[src/rtl/arst_pkg.sv]
`default_nettype none
package arst_pkg;

    // Default sizing
    localparam int TABLE_DEPTH_DEF = 64;
    localparam int TYPE_BITS_DEF   = 4;

    // Register reset values
    localparam logic [31:0] FLOOR_RESET   = 32'h0080_0000;
    localparam logic [31:0] CEILING_RESET = 32'h8000_0000;

    // Configuration register indexes
    localparam logic CFG_ALLOC_FLOOR  = 1'b0;
    localparam logic CFG_USER_CEILING = 1'b1;

    // Operation codes
    localparam logic OP_CREATE = 1'b0;
    localparam logic OP_FREE   = 1'b1;

    // Result status codes
    typedef enum logic [1:0] {
        STAT_OK    = 2'd0,
        STAT_FULL  = 2'd1,
        STAT_ZERO  = 2'd2,
        STAT_NOFIT = 2'd3
    } t_status;

    // Sequencer states
    typedef enum logic [3:0] {
        S_INIT,
        S_IDLE,
        S_PRE,
        S_SCAN,
        S_DEC,
        S_FCUTE,
        S_SHIFT,
        S_WR1,
        S_WR2,
        S_MPRE,
        S_MERGE,
        S_DONE
    } t_state;

    // Which step a table edit belongs to
    typedef enum logic [1:0] {
        PH_CREATE,
        PH_CUT_A,
        PH_CUT_E
    } t_phase;

    // Channel payloads
    typedef struct packed {
        logic        op;
        logic [31:0] address;
        logic [31:0] size;
        logic [3:0]  seg_type;
        logic        fixed;
    } t_req_item;

    typedef struct packed {
        logic [31:0] result_addr;
        logic [1:0]  status;
    } t_rsp_item;

    typedef struct packed {
        logic        index;
        logic [31:0] wdata;
    } t_cfg_item;

endpackage
`default_nettype wire

[src/rtl/arst_table_ram.sv]
`default_nettype none
module arst_table_ram #(
    parameter int DEPTH = arst_pkg::TABLE_DEPTH_DEF,
    parameter int WIDTH = 32 + arst_pkg::TYPE_BITS_DEF
) (
    input  wire logic                     i_clk,
    input  wire logic [$clog2(DEPTH)-1:0] i_rd_addr,
    output      logic [WIDTH-1:0]         o_rd_data,
    input  wire logic                     i_we,
    input  wire logic [$clog2(DEPTH)-1:0] i_wr_addr,
    input  wire logic [WIDTH-1:0]         i_wr_data
);
    logic [WIDTH-1:0] r_mem [DEPTH];

    // One write and one registered read per cycle
    always_ff @(posedge i_clk) begin
        if (i_we) begin
            r_mem[i_wr_addr] <= i_wr_data;
        end
        o_rd_data <= r_mem[i_rd_addr];
    end
endmodule
`default_nettype wire

[config.mk]
export PLATFORM = sky130hd
export DESIGN_NAME = arst_table_ram
export DESIGN_NICKNAME = d
export VERILOG_FILES = /design/src/rtl/arst_pkg.sv /design/src/rtl/arst_table_ram.sv
export SDC_FILE = /design/constraint.sdc
export NUM_CORES = 2
export LEC_CHECK = 0
export BUFFER_PORTS_ARGS = -buffer_cell sky130_fd_sc_hd__buf_2
export CORE_UTILIZATION = 56
export DETAILED_ROUTE_END_ITERATION = 6
export GPL_TIMING_DRIVEN = 0
export MAX_ROUTING_LAYER = met4
export PLACE_DENSITY_LB_ADDON = 0.08
export SLEW_MARGIN = 20
export SYNTH_ARGS = -nofsm -noshare
export SYNTH_HDL_FRONTEND = slang
export SYNTH_SLANG_ARGS = --single-unit
export TNS_END_PERCENT = 50
[constraint.sdc]
create_clock -name i_clk -period 4.2 [get_ports i_clk]
set_clock_uncertainty 0.15 [all_clocks]
set_input_delay 0.63 -clock i_clk [delete_from_list [all_inputs] [get_ports i_clk]]
set_output_delay 0.63 -clock i_clk [all_outputs]
set_load 0.005 [all_outputs]
* Word-level counts from Yosys, hierarchy flattened *
Memory sizes are Yosys's and may differ from the RTL's. A register that Yosys moved wholly into a read port is not among the register bits.
Cells that the tools add are included.

word-level totals
  register bits after elaboration = 0
  output and inout port bits = 36
  memories kept = 1
  bits of input ports = 50
  logic and storage cells = 3
  memory bits (read-only) = 0
  bits in writable memories = 2,304
  latch bits = 0

memory list
  memory  depth  width  read ports  clocked after Yosys merged registers in  wr ports  line                  text
  r_mem   64     36     1           1                                        1         arst_table_ram.sv:13  logic [WIDTH-1:0] r_mem [DEPTH];

operators by class
  multipliers = 0
  add/sub/neg operators = 0
  reductions and logical operators = 0
  equal/unequal tests = 0
  bitwise gates (word level) = 0
  shift-type cells = 0
  muxes and demuxes = 2
  order comparisons = 0
  divide/modulo/power cells = 0

operator list
  cell               count
  two-way mux 1 bit  2

* Depth between registers and ports, before layout *
  word-level depth = 2
  mapped depth = 10
  depth with buffers taken out = 5

* Worst setup path after synthesis *
Ideal clock, no wire load.

  path type = input-to-reg
  from = input i_wr_addr[3]
  to = memory r_mem[48][0] in the netlist's numbering (enable)
  path slack = -0.021 ns
  required time = 3.576 ns
  stages on the path = 4
  arrival time = 3.597 ns
  library setup time = 0.474 ns
  buffers on the path = 1
  cell sequence = clkbuf_1 -> nor2b_1 -> nand4b_1 -> nor3_1

RTL lines
  what             line                  text
  start, declared  arst_table_ram.sv:10  input wire logic [$clog2(DEPTH)-1:0] i_wr_addr,
  end, declared    arst_table_ram.sv:13

No word-level cell before the write port.

==> impl_metrics.json <==
{
  "outcome": "finished clean",
  "stdcell_area_um2": 102000,
  "drt_wl_total_um": 254000,
  "cts.path.max_buffers": 3,
  "hold_viol": 0,
  "clock-sinks": 2340,
  "tightest_slew_ns": 1.31,
  "via_per_inst": 6.82,
  "synthTopCellsByArea": "edfxtp_1, mux4_2, o22ai_1, dfxtp_1, mux2i_1",
  "ios": 86,
  "cts_htree_levels": 4,
  "cts_tree": "built",
  "yosysTopAreaCellShare": 0.786,
  "ys_warn_count": 0,
  "whs_path_depth": 1,
  "rsz0062_at_grt": "false",
  "synth_fa_ha_area_frac": 0,
  "cp-end-kind": "flop",
  "post_cts_buffers": 0,
  "clkLatencyLatePin_ns": 0.86,
  "slew_headroom": 0.130,
  "placed_cell_area_um2": 94900,
  "antenna_found_initial": 18,
  "cts-root-buf": "clkbuf_16",
  "regToRegSetupSlack_ns": 1.60,
  "worstHoldStart": "i_wr_data[16]",
  "hold_end": "r_mem[60][16]",
  "async_flop_share": 0,
  "cts_resized": 0,
  "die_width_um": 398,
  "synth_top_family_by_area": "multiplexers",
  "synth.ff_latch_count": 2340,
  "syn_nets": 3830,
  "syn2layout_area_growth_pct": 16.2,
  "grt_pass1_wl_um": 348000,
  "cts_hold_buf": 0,
  "path_max_fanout": 10,
  "postRouteAntennaNets": 0,
  "timing.final.crit_period_ns": 3.85,
  "setup_violations": 0,
  "irDropWorstVdd_mv": 0.396,
  "hpwl_um": 170000,
  "initial_core_util": 0.564,
  "power.leakage_nw": 31.9,
  "synth.largest_area_cell": "edfxtp_1",
  "globalplace.congestion": 0.885,
  "hp-class": "in2reg",
  "timing.rr.end": "o_rd_data[16]",
  "power.density_cell_area_nw_per_um2": 473,
  "grt_max_degree": 65,
  "drive_above_1_share": 0.293,
  "synth_edf_count": 2304,
  "finalSetupTns_ns": 0,
  "die_y_um": 398,
  "fillers": 10100,
  "core-area_um2": 156000,
  "synth_cell_types": 37,
  "fin_crit_sh": 0.917,
  "syn_inst": 3780,
  "hold-worst-slack_ns": 0.0527,
  "yosys.area_share.simple": 0.0156,
  "required_ns": 4.77,
  "synth-xor-area-share": 0,
  "core.rowCount": 145,
  "avgRoutedWirePerCell_um": 39.0,
  "synth_common_cells": "edfxtp_1, mux4_2, o22ai_1",
  "finalNetCount": 4279,
  "crit_arrival_ns": 4.42,
  "first_pass_iters": 7,
  "final_max_slew_viol_count": 0,
  "cp-start-kind": "primary input",
  "drc": 0,
  "drt_iter0_drc": 6968,
  "avgSynthCellArea_um2": 23.3,
  "die_area_um2": 159000,
  "reg2regPathDepth": 5,
  "grt_overflow": 0,
  "synth_ff_type": "edfxtp_1",
  "grt_pass1_vias": 43200,
  "max_cap_violations": 0,
  "clk_pin_slew_ns": 0.06,
  "cts_buffers": 226,
  "synthMuxAreaShare": 0.151,
  "numPortBuffers": 77,
  "synthMostInstantiatedCell": "edfxtp_1",
  "syn_area_um2": 88000,
  "num_vias": 44300,
  "rr_startpoint": "r_mem[7][16]",
  "ys_seq_area_frac": 0.795,
  "synth-compound-area-share": 0.0260,
  "worstSetupPathType": "in2reg",
  "grt_usage": 0.336,
  "fmax_mhz": 260
}
per-layer routing:
| layer | track usage | vias to the layer above | part of all wire |
|---|---|---|---|
| met2 | 0.497 | 2872 | 0.47 |
| met5 | - | - | 0 |
| li1 | - | 17300 | - |
| met1 | 0.461 | 23700 | 0.38 |
| met4 | 0.120 | 0 | 0.042 |
| met3 | 0.0820 | 467 | 0.12 |
cells in the final DEF, fill, tap and decap left out, types with 23 or more instances in the layout:
master     count
nor2b_1       36
clkinv_1      52
clkinv_2      46
buf_2         97
o221ai_1      34
dfxtp_1       36
mux2i_1       71
nand3_1       45
mux4_2       556
clkbuf_1     137
nor2_4        62
nor2_1        38
edfxtp_1    2304
a22oi_1       76
buf_12        33
clkbuf_16    231
buf_16        93
o22ai_1      123
nand2_1       28
a211oi_1      42
buf_4         87
o22a_1        23
worst max-delay path by stage:
stage,to,start,slack [ns]
2_1_floorplan,r_mem[49][0],i_wr_addr[3],-0.01
3_3_place_gp,r_mem[49][3],i_wr_addr[3],-3.76
3_5_place_dp,o_rd_data[17],i_rd_addr[2],-0.39
4_1_cts,o_rd_data[17],i_rd_addr[2],0.48
5_1_grt,o_rd_data[17],i_rd_addr[2],0.39
6_report,o_rd_data[17],i_rd_addr[2],0.35
registers in the layout, indices dropped and copies added (netlist names):
name       cells
r_mem       2304
o_rd_data     36
critical path: stages:
cell      delay [ns]
buf_2           0.16
buf_4           0.19
and2_1          0.13
clkbuf_1        0.37
nand2_1         0.60
clkbuf_1        0.49
o22ai_1         0.36
nor4_1          0.97
o22a_1          0.49
power breakdown:
group / switching, mW / total [mW] / internal, mW / leakage, nW
clock: 8.65 / 19.8 / 11.2 / 3.53
sequential: 0.0470 / 25.9 / 25.9 / 21.0
combinational: 1.76 / 2.64 / 0.872 / 7.32
area by class of cell:
type | count | area (um^2) | area share
buffer | 212 | 1100 | 0.0108
timing repair buffer | 221 | 3840 | 0.0376
sequential | 2340 | 69900 | 0.684
multi-input combinational | 1228 | 17600 | 0.172
tap | 2058 | 2570 | 0.0252
clock buffer | 295 | 6100 | 0.0597
antenna | 16 | 40.0 | 0.000392
clock inverter | 129 | 1070 | 0.0105
cells by family after synthesis:
| logic type | Yosys count |
|---|---|
| simple gates | 278 |
| flops | 2340 |
| buf+inv | 212 |
| mux | 634 |
| compound gates | 316 |
stage by stage:
step                      std cells  total power [mW]  setup slack, ns   util
final                          6499              48.4            0.347  0.655
after global routing           6494              49.4            0.393  0.655
after CTS                      6482              48.5            0.483  0.654
after detailed placement       6058              29.0           -0.385  0.608
after global placement         5915              28.9            -3.76  0.583
after floorplan                3780              27.6          -0.0143      -
Note: power is estimated with default switching activity, not from simulation.
